<file path="config.mk">
export PLATFORM = sky130hd
export DESIGN_NAME = top_k_score_selector_top_flat
export DESIGN_NICKNAME = d
export VERILOG_FILES = /design/src/hdl/tks_pkg.sv /design/src/hdl/tks_cfg_if.sv /design/src/hdl/tks_in_if.sv /design/src/hdl/tks_out_if.sv /design/src/hdl/tks_datapath.sv /design/src/hdl/tks_controller.sv /design/src/hdl/top_k_score_selector_top.sv /design/src/flat_wrapper.sv
export VERILOG_INCLUDE_DIRS = /design/src /design/src/hdl
export SDC_FILE = /design/constraint.sdc
export NUM_CORES = 2
export LEC_CHECK = 0
export ABC_AREA = 1
export BUFFER_PORTS_ARGS = -buffer_cell sky130_fd_sc_hd__buf_2
export CORE_AREA = 8 8 362 294
export DETAILED_ROUTE_END_ITERATION = 16
export DIE_AREA = 0 0 370 302
export PLACE_DENSITY = 0.68
export SETUP_SLACK_MARGIN = 0.02
export SLEW_MARGIN = 10
export SYNTH_ARGS = -nofsm -noshare
export SYNTH_HDL_FRONTEND = slang
export SYNTH_HIERARCHICAL = 1
export SYNTH_SLANG_ARGS = --single-unit
</file>
<file path="constraint.sdc">
create_clock -name i_clk -period 6.1 [get_ports i_clk]
set_clock_uncertainty 0.1 [all_clocks]
set_input_delay 0.61 -clock i_clk [delete_from_list [all_inputs] [get_ports i_clk]]
set_output_delay 0.61 -clock i_clk [all_outputs]
set_load 0.02 [all_outputs]
</file>
<file path="src/hdl/top_k_score_selector_top_macros.svh">
// Assertion macros for the top-k selector RTL.
// Expects i_clk and i_rst_n in the scope of each use.
`ifndef TOP_K_SCORE_SELECTOR_TOP_MACROS_SVH
`define TOP_K_SCORE_SELECTOR_TOP_MACROS_SVH

// same-cycle implication, disabled in reset
`define TKS_ASSERT_IMP(label, ante, cons, msg) \
    label: assert property (@(posedge i_clk) disable iff (!i_rst_n) (ante) |-> (cons)) \
        else $error(msg);

// next-cycle implication, disabled in reset
`define TKS_ASSERT_NXT(label, ante, cons, msg) \
    label: assert property (@(posedge i_clk) disable iff (!i_rst_n) (ante) |=> (cons)) \
        else $error(msg);

`endif

</file>
<file path="src/hdl/tks_pkg.sv">
// Package for the top-k score selector: field widths, constants, shared types.
// No dependencies; used by the interfaces and all modules.
package tks_pkg;

    localparam int ID_W      = 12;
    localparam int KEY_W     = 16;
    localparam int HELD_W    = 5;
    localparam int LIMIT_W   = 8;

    // limit fallback and lower bound of valid keep_limit values
    localparam int FALLBACK_LIMIT = 10;
    localparam int MIN_LIMIT      = 3;
    localparam logic [LIMIT_W-1:0] LIMIT_RESET = LIMIT_W'(FALLBACK_LIMIT);

    // offered candidate
    typedef struct packed {
        logic [ID_W-1:0]  board_id;
        logic [KEY_W-1:0] score;
        logic [KEY_W-1:0] online_count;
    } t_cand;

    // controller to datapath commands
    typedef struct packed {
        logic insert;   // place the candidate into the cell row
        logic shift;    // move the row up one place (read-out)
        logic blank;    // drive zero payload (empty table result)
    } t_dp_cmd;

    // controller side of the result channel
    typedef struct packed {
        logic              valid;
        logic              valid_res;
        logic              last;
        logic [HELD_W-1:0] held_count;
    } t_out_ctl;

endpackage

</file>
<file path="src/hdl/tks_cfg_if.sv">
// Configuration write channel: keep_limit register data with valid/ready.
// Depends on tks_pkg.
interface tks_cfg_if;
    import tks_pkg::*;

    logic               valid;
    logic               ready;
    logic [LIMIT_W-1:0] keep_limit;

    modport source (output valid, output keep_limit, input ready);
    modport sink   (input valid, input keep_limit, output ready);
endinterface

</file>
<file path="src/hdl/tks_in_if.sv">
// Input channel: one candidate or end-of-scan request with valid/ready.
// Depends on tks_pkg.
interface tks_in_if;
    import tks_pkg::*;

    logic             valid;
    logic             ready;
    logic             mode;
    logic             eligible;
    logic [ID_W-1:0]  board_id;
    logic [KEY_W-1:0] score;
    logic [KEY_W-1:0] online_count;

    modport source (output valid, output mode, output eligible, output board_id,
                    output score, output online_count, input ready);
    modport sink   (input valid, input mode, input eligible, input board_id,
                    input score, input online_count, output ready);
endinterface

</file>
<file path="src/hdl/tks_out_if.sv">
// Result channel: one ranked entry per transfer, with valid/ready.
// Depends on tks_pkg.
interface tks_out_if;
    import tks_pkg::*;

    logic              valid;
    logic              ready;
    logic              valid_res;
    logic [ID_W-1:0]   rank_board;
    logic [KEY_W-1:0]  rank_score;
    logic [HELD_W-1:0] held_count;
    logic              last;

    modport source (output valid, output valid_res, output rank_board, output rank_score,
                    output held_count, output last, input ready);
    modport sink   (input valid, input valid_res, input rank_board, input rank_score,
                    input held_count, input last, output ready);
endinterface

</file>
<file path="src/hdl/tks_datapath.sv">
// Datapath of the top-k selector: row of compare-and-shift cells.
// Depends on tks_pkg; driven by tks_controller commands.
module tks_datapath #(
    parameter int MAX_TOP = 16,
    parameter int CNT_W   = $clog2(MAX_TOP + 1)
) (
    input  logic                      i_clk,
    input  tks_pkg::t_dp_cmd          i_cmd,
    input  logic [CNT_W-1:0]          i_count,
    input  tks_pkg::t_cand            i_cand,
    output logic [tks_pkg::ID_W-1:0]  o_rank_board,
    output logic [tks_pkg::KEY_W-1:0] o_rank_score
);
    import tks_pkg::*;

    logic [ID_W-1:0]  r_id     [MAX_TOP];
    logic [KEY_W-1:0] r_score  [MAX_TOP];
    logic [KEY_W-1:0] r_online [MAX_TOP];

    // per cell: candidate goes at or before this place (empty cells count as beaten)
    logic [MAX_TOP-1:0] w_take;

    for (genvar k = 0; k < MAX_TOP; k++) begin : g_cell
        logic w_used;
        logic w_beats;

        assign w_used  = CNT_W'(k) < i_count;
        assign w_beats = (i_cand.score > r_score[k]) ||
                         ((i_cand.score == r_score[k]) &&
                          (i_cand.online_count > r_online[k]));
        assign w_take[k] = !w_used || w_beats;

        // insert: first taking cell loads the candidate, later ones take the upper neighbor
        // shift: move one place toward the head for read-out
        if (k == 0) begin : g_head
            always_ff @(posedge i_clk) begin
                if (i_cmd.insert && w_take[k]) begin
                    r_id[k]     <= i_cand.board_id;
                    r_score[k]  <= i_cand.score;
                    r_online[k] <= i_cand.online_count;
                end else if (i_cmd.shift && MAX_TOP > 1) begin
                    r_id[k]     <= r_id[(MAX_TOP > 1) ? 1 : 0];
                    r_score[k]  <= r_score[(MAX_TOP > 1) ? 1 : 0];
                    r_online[k] <= r_online[(MAX_TOP > 1) ? 1 : 0];
                end
            end
        end else begin : g_body
            always_ff @(posedge i_clk) begin
                if (i_cmd.insert && w_take[k]) begin
                    if (!w_take[k-1]) begin
                        r_id[k]     <= i_cand.board_id;
                        r_score[k]  <= i_cand.score;
                        r_online[k] <= i_cand.online_count;
                    end else begin
                        r_id[k]     <= r_id[k-1];
                        r_score[k]  <= r_score[k-1];
                        r_online[k] <= r_online[k-1];
                    end
                end else if (i_cmd.shift && k < MAX_TOP - 1) begin
                    r_id[k]     <= r_id[(k < MAX_TOP - 1) ? k + 1 : k];
                    r_score[k]  <= r_score[(k < MAX_TOP - 1) ? k + 1 : k];
                    r_online[k] <= r_online[(k < MAX_TOP - 1) ? k + 1 : k];
                end
            end
        end
    end

    // head cell is the current rank during read-out
    assign o_rank_board = i_cmd.blank ? '0 : r_id[0];
    assign o_rank_score = i_cmd.blank ? '0 : r_score[0];

endmodule

</file>
<file path="src/hdl/tks_controller.sv">
// Controller of the top-k selector: handshakes, limit register, fill count, read-out.
// Depends on tks_pkg and top_k_score_selector_top_macros.svh.
`include "top_k_score_selector_top_macros.svh"

module tks_controller #(
    parameter int MAX_TOP = 16,
    parameter int CNT_W   = $clog2(MAX_TOP + 1)
) (
    input  logic                        i_clk,
    input  logic                        i_rst_n,
    input  logic                        i_cfg_valid,
    input  logic [tks_pkg::LIMIT_W-1:0] i_cfg_data,
    output logic                        o_cfg_ready,
    input  logic                        i_in_valid,
    input  logic                        i_mode,
    input  logic                        i_eligible,
    output logic                        o_in_ready,
    input  logic                        i_out_ready,
    output tks_pkg::t_out_ctl           o_out,
    output tks_pkg::t_dp_cmd            o_cmd,
    output logic [CNT_W-1:0]            o_count
);
    import tks_pkg::*;

    localparam logic [1:0] ST_IDLE  = 2'd0;
    localparam logic [1:0] ST_READ  = 2'd1;
    localparam logic [1:0] ST_EMPTY = 2'd2;

    localparam int FALL_LIM = (FALLBACK_LIMIT > MAX_TOP) ? MAX_TOP : FALLBACK_LIMIT;

    logic [1:0]         r_state,  n_state;
    logic [CNT_W-1:0]   r_count,  n_count;
    logic [CNT_W-1:0]   r_remain, n_remain;
    logic [LIMIT_W-1:0] r_limit;

    logic             w_in_acc;
    logic             w_out_acc;
    logic             w_offer;
    logic [CNT_W-1:0] w_lim;

    // limit register; write only while idle (the block itself does not enforce this)
    assign o_cfg_ready = 1'b1;
    always_ff @(posedge i_clk) begin
        if (!i_rst_n) begin
            r_limit <= LIMIT_RESET;
        end else if (i_cfg_valid) begin
            r_limit <= i_cfg_data;
        end
    end

    // effective limit: out-of-range values fall back
    always_comb begin
        if (int'(r_limit) >= MIN_LIMIT && int'(r_limit) <= MAX_TOP) begin
            w_lim = CNT_W'(r_limit);
        end else begin
            w_lim = CNT_W'(FALL_LIM);
        end
    end

    assign o_in_ready = (r_state == ST_IDLE);
    assign w_in_acc   = i_in_valid && o_in_ready;
    assign w_offer    = w_in_acc && !i_mode && i_eligible;
    assign w_out_acc  = o_out.valid && i_out_ready;

    // next state
    always_comb begin
        n_state  = r_state;
        n_count  = r_count;
        n_remain = r_remain;
        case (r_state)
            ST_IDLE: begin
                if (w_in_acc && i_mode) begin
                    n_remain = r_count;
                    n_state  = (r_count == '0) ? ST_EMPTY : ST_READ;
                end else if (w_offer && r_count < w_lim) begin
                    n_count = r_count + 1'b1;
                end
            end
            ST_READ: begin
                if (w_out_acc) begin
                    n_remain = r_remain - 1'b1;
                    if (r_remain == CNT_W'(1)) begin
                        n_count = '0;
                        n_state = ST_IDLE;
                    end
                end
            end
            ST_EMPTY: begin
                if (w_out_acc) begin
                    n_state = ST_IDLE;
                end
            end
            default: begin
                n_state = ST_IDLE;
            end
        endcase
    end

    always_ff @(posedge i_clk) begin
        if (!i_rst_n) begin
            r_state  <= ST_IDLE;
            r_count  <= '0;
            r_remain <= '0;
        end else begin
            r_state  <= n_state;
            r_count  <= n_count;
            r_remain <= n_remain;
        end
    end

    // datapath commands
    assign o_cmd.insert = w_offer;
    assign o_cmd.shift  = (r_state == ST_READ) && w_out_acc;
    assign o_cmd.blank  = (r_state == ST_EMPTY);
    assign o_count      = r_count;

    // result channel control fields
    assign o_out.valid      = (r_state == ST_READ) || (r_state == ST_EMPTY);
    assign o_out.valid_res  = (r_state == ST_READ);
    assign o_out.last       = (r_state == ST_EMPTY) || (r_remain == CNT_W'(1));
    assign o_out.held_count = HELD_W'(r_count);

    `TKS_ASSERT_IMP(a_count_bound, 1'b1, r_count <= CNT_W'(MAX_TOP), "fill count above table size")
    `TKS_ASSERT_IMP(a_remain_ok, r_state == ST_READ, r_remain != '0 && r_remain <= r_count, "read-out counter out of range")
    `TKS_ASSERT_NXT(a_drain_clears, r_state == ST_READ && w_out_acc && o_out.last, r_state == ST_IDLE && r_count == '0, "table not cleared after last result")
    `TKS_ASSERT_NXT(a_grow, w_offer && r_count < w_lim, r_count == $past(r_count) + 1'b1, "table did not grow on insert")
    `TKS_ASSERT_IMP(a_cmd_excl, 1'b1, !(o_cmd.insert && o_cmd.shift), "insert and shift together")

endmodule

</file>
<file path="src/hdl/top_k_score_selector_top.sv">
// Offer: a new candidate is accepted every cycle while scanning (cell row).
// End of scan: results start the next cycle, one per cycle while taken, n results for n held
// entries (one for an empty table); no input is accepted until the last result is taken.
// Synchronous active-low reset empties the table, returns to scanning, sets keep_limit to 10;
// the entry cells themselves are not cleared.
// Top level of the top-k score selector; depends on tks_pkg, the channel interfaces,
// tks_controller and tks_datapath.
module top_k_score_selector_top #(
    parameter int MAX_TOP = 16
) (
    input  logic      i_clk,
    input  logic      i_rst_n,
    tks_cfg_if.sink   i_cfg,
    tks_in_if.sink    i_in,
    tks_out_if.source o_out
);
    import tks_pkg::*;

    localparam int CNT_W = $clog2(MAX_TOP + 1);

    t_dp_cmd          w_cmd;
    t_out_ctl         w_out;
    t_cand            w_cand;
    logic [CNT_W-1:0] w_count;

    assign w_cand.board_id     = i_in.board_id;
    assign w_cand.score        = i_in.score;
    assign w_cand.online_count = i_in.online_count;

    tks_controller #(
        .MAX_TOP (MAX_TOP),
        .CNT_W   (CNT_W)
    ) u_ctrl (
        .i_clk       (i_clk),
        .i_rst_n     (i_rst_n),
        .i_cfg_valid (i_cfg.valid),
        .i_cfg_data  (i_cfg.keep_limit),
        .o_cfg_ready (i_cfg.ready),
        .i_in_valid  (i_in.valid),
        .i_mode      (i_in.mode),
        .i_eligible  (i_in.eligible),
        .o_in_ready  (i_in.ready),
        .i_out_ready (o_out.ready),
        .o_out       (w_out),
        .o_cmd       (w_cmd),
        .o_count     (w_count)
    );

    tks_datapath #(
        .MAX_TOP (MAX_TOP),
        .CNT_W   (CNT_W)
    ) u_dp (
        .i_clk        (i_clk),
        .i_cmd        (w_cmd),
        .i_count      (w_count),
        .i_cand       (w_cand),
        .o_rank_board (o_out.rank_board),
        .o_rank_score (o_out.rank_score)
    );

    assign o_out.valid      = w_out.valid;
    assign o_out.valid_res  = w_out.valid_res;
    assign o_out.held_count = w_out.held_count;
    assign o_out.last       = w_out.last;

endmodule
</file>
<file path="src/flat_wrapper.sv">
// flat-port wrapper written by rule: the top's interface ports become plain ports
module top_k_score_selector_top_flat import tks_pkg::*;
#(
    parameter int MAX_TOP = 16
)
  (i_clk, i_rst_n, i_cfg_valid, i_cfg_keep_limit, i_cfg_ready, i_in_valid, i_in_mode, i_in_eligible, i_in_board_id, i_in_score, i_in_online_count, i_in_ready, o_out_valid, o_out_valid_res, o_out_rank_board, o_out_rank_score, o_out_held_count, o_out_last, o_out_ready);
  tks_cfg_if i_cfg_i ();
  tks_in_if i_in_i ();
  tks_out_if o_out_i ();
  input  logic i_clk;
  input  logic i_rst_n;
  input wire logic [$bits(i_cfg_i.valid)-1:0] i_cfg_valid;
  input wire logic [$bits(i_cfg_i.keep_limit)-1:0] i_cfg_keep_limit;
  output wire logic [$bits(i_cfg_i.ready)-1:0] i_cfg_ready;
  input wire logic [$bits(i_in_i.valid)-1:0] i_in_valid;
  input wire logic [$bits(i_in_i.mode)-1:0] i_in_mode;
  input wire logic [$bits(i_in_i.eligible)-1:0] i_in_eligible;
  input wire logic [$bits(i_in_i.board_id)-1:0] i_in_board_id;
  input wire logic [$bits(i_in_i.score)-1:0] i_in_score;
  input wire logic [$bits(i_in_i.online_count)-1:0] i_in_online_count;
  output wire logic [$bits(i_in_i.ready)-1:0] i_in_ready;
  output wire logic [$bits(o_out_i.valid)-1:0] o_out_valid;
  output wire logic [$bits(o_out_i.valid_res)-1:0] o_out_valid_res;
  output wire logic [$bits(o_out_i.rank_board)-1:0] o_out_rank_board;
  output wire logic [$bits(o_out_i.rank_score)-1:0] o_out_rank_score;
  output wire logic [$bits(o_out_i.held_count)-1:0] o_out_held_count;
  output wire logic [$bits(o_out_i.last)-1:0] o_out_last;
  input wire logic [$bits(o_out_i.ready)-1:0] o_out_ready;
  assign i_cfg_i.valid = i_cfg_valid;
  assign i_cfg_i.keep_limit = i_cfg_keep_limit;
  assign i_cfg_ready = i_cfg_i.ready;
  assign i_in_i.valid = i_in_valid;
  assign i_in_i.mode = i_in_mode;
  assign i_in_i.eligible = i_in_eligible;
  assign i_in_i.board_id = i_in_board_id;
  assign i_in_i.score = i_in_score;
  assign i_in_i.online_count = i_in_online_count;
  assign i_in_ready = i_in_i.ready;
  assign o_out_valid = o_out_i.valid;
  assign o_out_valid_res = o_out_i.valid_res;
  assign o_out_rank_board = o_out_i.rank_board;
  assign o_out_rank_score = o_out_i.rank_score;
  assign o_out_held_count = o_out_i.held_count;
  assign o_out_last = o_out_i.last;
  assign o_out_i.ready = o_out_ready;
  top_k_score_selector_top #(.MAX_TOP(MAX_TOP)) u_core (.i_clk(i_clk), .i_rst_n(i_rst_n), .i_cfg(i_cfg_i), .i_in(i_in_i), .o_out(o_out_i));
endmodule
</file>
Word-level counts from Yosys, hierarchy flattened
Memory sizes are Yosys's and may differ from the RTL's.
Index checks and enable logic that the tools add are counted.
Widths: inputs -> output; s select.
{"block": "op_classes", "n_addsub": 2, "n_shift": 0, "eq_ne": 25, "muxes": 230, "multipliers": 0, "reduce_logical": 97, "bitwise_logic": 90, "n_div": 0, "n_lt_le_gt_ge": 51}
{"cell": "$mux 16", "count": 61}
{"cell": "$gt 16x16->1", "count": 32}
{"cell": "$mux 12", "count": 31}
{"cell": "$eq 16x16->1", "count": 16}
{"cell": "$mux 1", "count": 123}
{"cell": "$or 1x1->1", "count": 90}
{"cell": "$logic_and 1x1->1", "count": 40}
{"cell": "$lt 4x5->1 const A", "count": 8}
{"cell": "$mux 5", "count": 7}
{"cell": "$logic_or 1x1->1", "count": 34}
{"cell": "$lt 3x5->1 const A", "count": 4}
{"cell": "$pmux 5 s2", "count": 2}
{"cell": "$logic_not 1->1", "count": 17}
{"cell": "$lt 1x5->1 const A", "count": 2}
{"cell": "$lt 2x5->1 const A", "count": 2}
{"cell": "$mux 2", "count": 5}
{"cell": "$ne 2x1->1 const B", "count": 5}
{"cell": "$ge 8x2->1 const B", "count": 1}
{"cell": "$le 8x5->1 const B", "count": 1}
{"cell": "$pmux 2 s3", "count": 1}
{"cell": "$add 5x1->5 const B", "count": 1}
{"cell": "$eq 5x1->1 const B", "count": 1}
{"cell": "$logic_not 5->1", "count": 1}
{"cell": "$lt 5x5->1", "count": 1}
{"cell": "9 further kinds", "count": 9}
{"block": "totals", "word_cells": 502, "in_bits": 59, "latch_bits": 0, "out_inout_bits": 38, "regBits": 20, "n_memories": 3, "ram_bits": 704, "mem_bits_ro": 0}
{"memory": "u_core.u_dp.r_online", "depth": 16, "width": 16, "read_ports": 16, "rd_clocked_by_memory_dff": 0, "write_ports": 16, "line": "tks_datapath.sv:18", "text": "logic [KEY_W-1:0] r_online [MAX_TOP];"}
{"memory": "u_core.u_dp.r_score", "depth": 16, "width": 16, "read_ports": 16, "rd_clocked_by_memory_dff": 0, "write_ports": 16, "line": "tks_datapath.sv:17", "text": "logic [KEY_W-1:0] r_score [MAX_TOP];"}
{"memory": "u_core.u_dp.r_id", "depth": 16, "width": 12, "read_ports": 16, "rd_clocked_by_memory_dff": 0, "write_ports": 16, "line": "tks_datapath.sv:16", "text": "logic [ID_W-1:0] r_id [MAX_TOP];"}

Depth between registers and ports, before layout
An unclocked memory read counts as a cell.
{"block": "depth", "ltp_word": 10, "depth_mapped": 21, "depth_no_buf": 18}

Cells and area by module
Netlist, hierarchy kept.
{"mod": "tks_datapath", "cells_each": 6259, "area_each_um2": 51418.1, "n_inst": 1, "seq_area_each_um2": 21140.3}
{"mod": "tks_controller", "cells_each": 181, "area_each_um2": 1302.5, "n_inst": 1, "seq_area_each_um2": 400.4}

Worst setup path before layout
OpenSTA, ideal clock, no wires.
{"block": "synth_timing", "kind": "input -> register", "startpoint": "in i_in_online_count[0]", "endpoint": "mem u_core.u_dp.r_id[9][0] (netlist: u_core/u_dp/r_id[1][12]) (enable)", "t_required_ns": 5.444, "path_buffers": 3, "setup_slack_ns": 2.314, "arrival_ns": 3.129, "setup_ns": 0.556, "path_stages": 12, "path_cell_list": "clkbuf_1 > inv_1 > ha_1 > nand3_1 > nor3_1 > a21oi_1 > nand2_1 > nand3_1 > buf_4 > nand2_4 > clkbuf_1 > nand2_1"}
{"element": "from (decl)", "line": "flat_wrapper.sv:20", "text": "input wire logic [$bits(i_in_i.online_count)-1:0] i_in_online_count;"}
{"element": "to (decl)", "line": "tks_datapath.sv:16"}

==> out/metrics.cfg <==
[run_status]
status = completed

[global_routing]
grt_max_degree = 98
grt_use_total_pct = 26.9
grt_pass1_wl_mm = 251
grt_overflow = 0
antenna_found_initial = 4
first_global_vias = 46886

[logic_synthesis]
yosysSeqAreaShare_pct = 40.9
synth.top_cell.area_share_pct = 40.1
synth_flop_cell = edfxtp_1
post-synth-top-area-cell = edfxtp_1
synth-async-reset-ratio_pct = 0
yosysUniqueCellTypes = 43
syn_inst = 6440
yosys_warnings = 6
avgSynthCellArea_um2 = 8.19
syn_area_um2 = 52700
syn-num-nets = 7022
ys_seq_elements = 724
synth_edf_count = 704
netlist_top_cells_area = edfxtp_1 (40%), nand3_1 (23%), ha_1 (12%)

[detailed_routing]
drt_wl_total_mm = 156
wire_per_inst_um = 20.5
vias = 47585
first_pass_iters = 9
drt_iter0_markers = 5174
route.detailed.drc = 0
antenna_left = 0
via_per_inst = 6.25

[place]
dp.cells = 7472
placed_area_um2 = 53200
io_buffers = 95
gp_congestion = 0.863
post-dp-hpwl_mm = 110

[die]
ios = 97
die_y_um = 302
core-area_um2 = 101000
dieWidth_um = 370
die-area_um2 = 112000
initial_utilization_pct = 52.3
rows = 105

[setup_path]
crit_start = i_in_online_count[0]
worstSetupEndpointType = flop
r2r_start = u_core/u_ctrl/o_count[4]
path_class = in2reg
arrival_ns = 4.75
r2r-end = u_core/u_dp/r_score[1][98]
crit_fanout = 48
r2r_cells = 11
critPathLaunchType = input port
critPathRequiredTime_ns = 6.38
reg2reg_slack_ns = 1.65

[sta]
rsz0062_at_grt = false
slew_headroom_pct = 12.5
setup_viol = 0
worst_pin_slew_ns = 1.31
setup-tns-final_ns = 0
period_share_pct = 73.1
fmax_mhz = 224
holdWs_ns = 0.0617
hold_viol_final = 0
min_period_ns = 4.46
drv_slew = 0

[clock_network]
cts_inserted_buffers = 82
clk_latency_ns = 0.66
clk_pin_slew_worst_paths_ns = 0.06
cts_hold_buffers = 0
cts_root_buf = clkbuf_16
tritoncts = built
clk_path_buf_depth = 3
cts_resized = 0
post_cts_buffers = 0
cts_sinks = 724
h-tree-depth = 3

[cells_and_area]
final_cell_mix = nand3_1 (2462), nand2_1 (736), edfxtp_1 (704)
nNetsFinal = 6801
instances_no_fill = 7619
final_common_cell = nand3_1
final_area_um2 = 55800
area_growth_pct = 5.75
n_fill_cell = 9353
drive_gt1_share_pct = 6.80

[power]
powerDensity_nw_per_um2 = 327
report.power.total_uw = 18200
peakVddDrop_mv = 0.211
leakagePower_uw = 0.0248

[min_path]
worstHoldPathCells = 3
hp-class = in2reg
hold_end = u_core/u_ctrl/r_limit[1]
hp-start = i_cfg_keep_limit[1]

[flow_run]
cap_violations = 0

[flip-flops by register name, indices dropped and copies added, names as in the netlist]
| register | flops |
|---|---|
| u_core/u_ctrl/o_count | 5 |
| u_core/u_dp/r_online | 256 |
| u_core/u_ctrl/r_limit | 8 |
| u_core/u_dp/r_id | 192 |
| u_core/u_ctrl/r_state | 2 |
| u_core/u_dp/r_score | 256 |
| u_core/u_ctrl/r_remain | 5 |
[layout make-up]
class / count / area [µm²] / share of cell area (%)
Sequential cell: 724 / 21500 / 38.6
Timing Repair Buffer: 189 / 1220 / 2.19
Inverter: 708 / 2670 / 4.78
Clock inverter: 49 / 409 / 0.734
Multi-Input combinational cell: 4514 / 26100 / 46.8
Antenna cell: 2 / 5.00 / 0.00898
Tap cell: 1337 / 1670 / 3.00
Clock buffer: 96 / 2130 / 3.81
[stage by stage]
step,worst slack [ns],util [%]
global placement,1.25,52.7
detailed placement,1.11,52.7
CTS,1.75,55.2
global route,1.31,55.3
floorplan,2.31,-
finish,1.64,55.3
[synth_stat cells, types with 10 or more instances]
cell type,count
nand3_1,2468
nand2_1,754
edfxtp_1,704
inv_1,684
ha_1,523
a21oi_1,253
clkbuf_1,205
buf_2,188
nor2_1,182
o21ai_0,80
buf_4,62
nand4_1,42
o21ai_1,34
buf_6,29
o21a_1,29
o21bai_1,26
o21ai_2,23
nand3_2,21
dfxtp_1,20
inv_2,19
nand2_2,13
nand2_4,13
nor3_1,11
buf_1,10
[worst max-delay path by stage]
stage	to	depth (start not counted)
detailed placement	u_core/u_dp/r_score[1][74]	19
global route	u_core/u_dp/r_online[1][61]	19
finish	u_core/u_dp/r_id[1][49]	19
floorplan	u_core/u_dp/r_id[1][12]	12
CTS	u_core/u_dp/r_score[1][98]	11
global placement	u_core/u_dp/r_id[1][38]	19
[critical path, stage by stage]
cell and delay [ns]:
buf_2 0.34, inv_1 0.21, buf_4 0.26, ha_1 0.23
inv_1 0.05, nand2_1 0.05, nand2_1 0.06, nand2_1 0.06
nand2_1 0.06, nand2_1 0.05, nand2_1 0.07, nand2_1 0.05
nand2_1 0.09, nand2_1 0.10, nand3_4 0.45, buf_4 0.54
nand3_2 0.92, nand3_1 0.38, nand3_1 0.12
[cell families after synthesis]
| kind of cell | after synthesis | share of synthesized area [%] |
|---|---|---|
| AOI/OAI and AO/OA | 465 | 4.96 |
| xor gates and xnor gates | 4 | 0.0665 |
| adders and majority gates | 523 | 12.4 |
| buffers and inverters | 1202 | 9.86 |
| DFF | 724 | 40.9 |
| other | 1 | 0.00711 |
| and+or+nand+nor | 3521 | 31.8 |
[per-layer routing]
metal  share of wire [%]  global-route usage (%)
met5               0.017                       0
met4                 2.3                    7.31
met3                 7.5                    3.07
met2                  45                    42.9
met1                  45                    38.9
[power breakdown]
part | switching, µW | leakage [µW] | internal [µW]
combinational | 4120 | 0.0169 | 1750
clock | 2170 | 0.00125 | 2740
sequential | 571 | 0.00666 | 6860
total | 6860 | 0.0248 | 11400
Note: power is estimated with default switching activity, not from simulation.
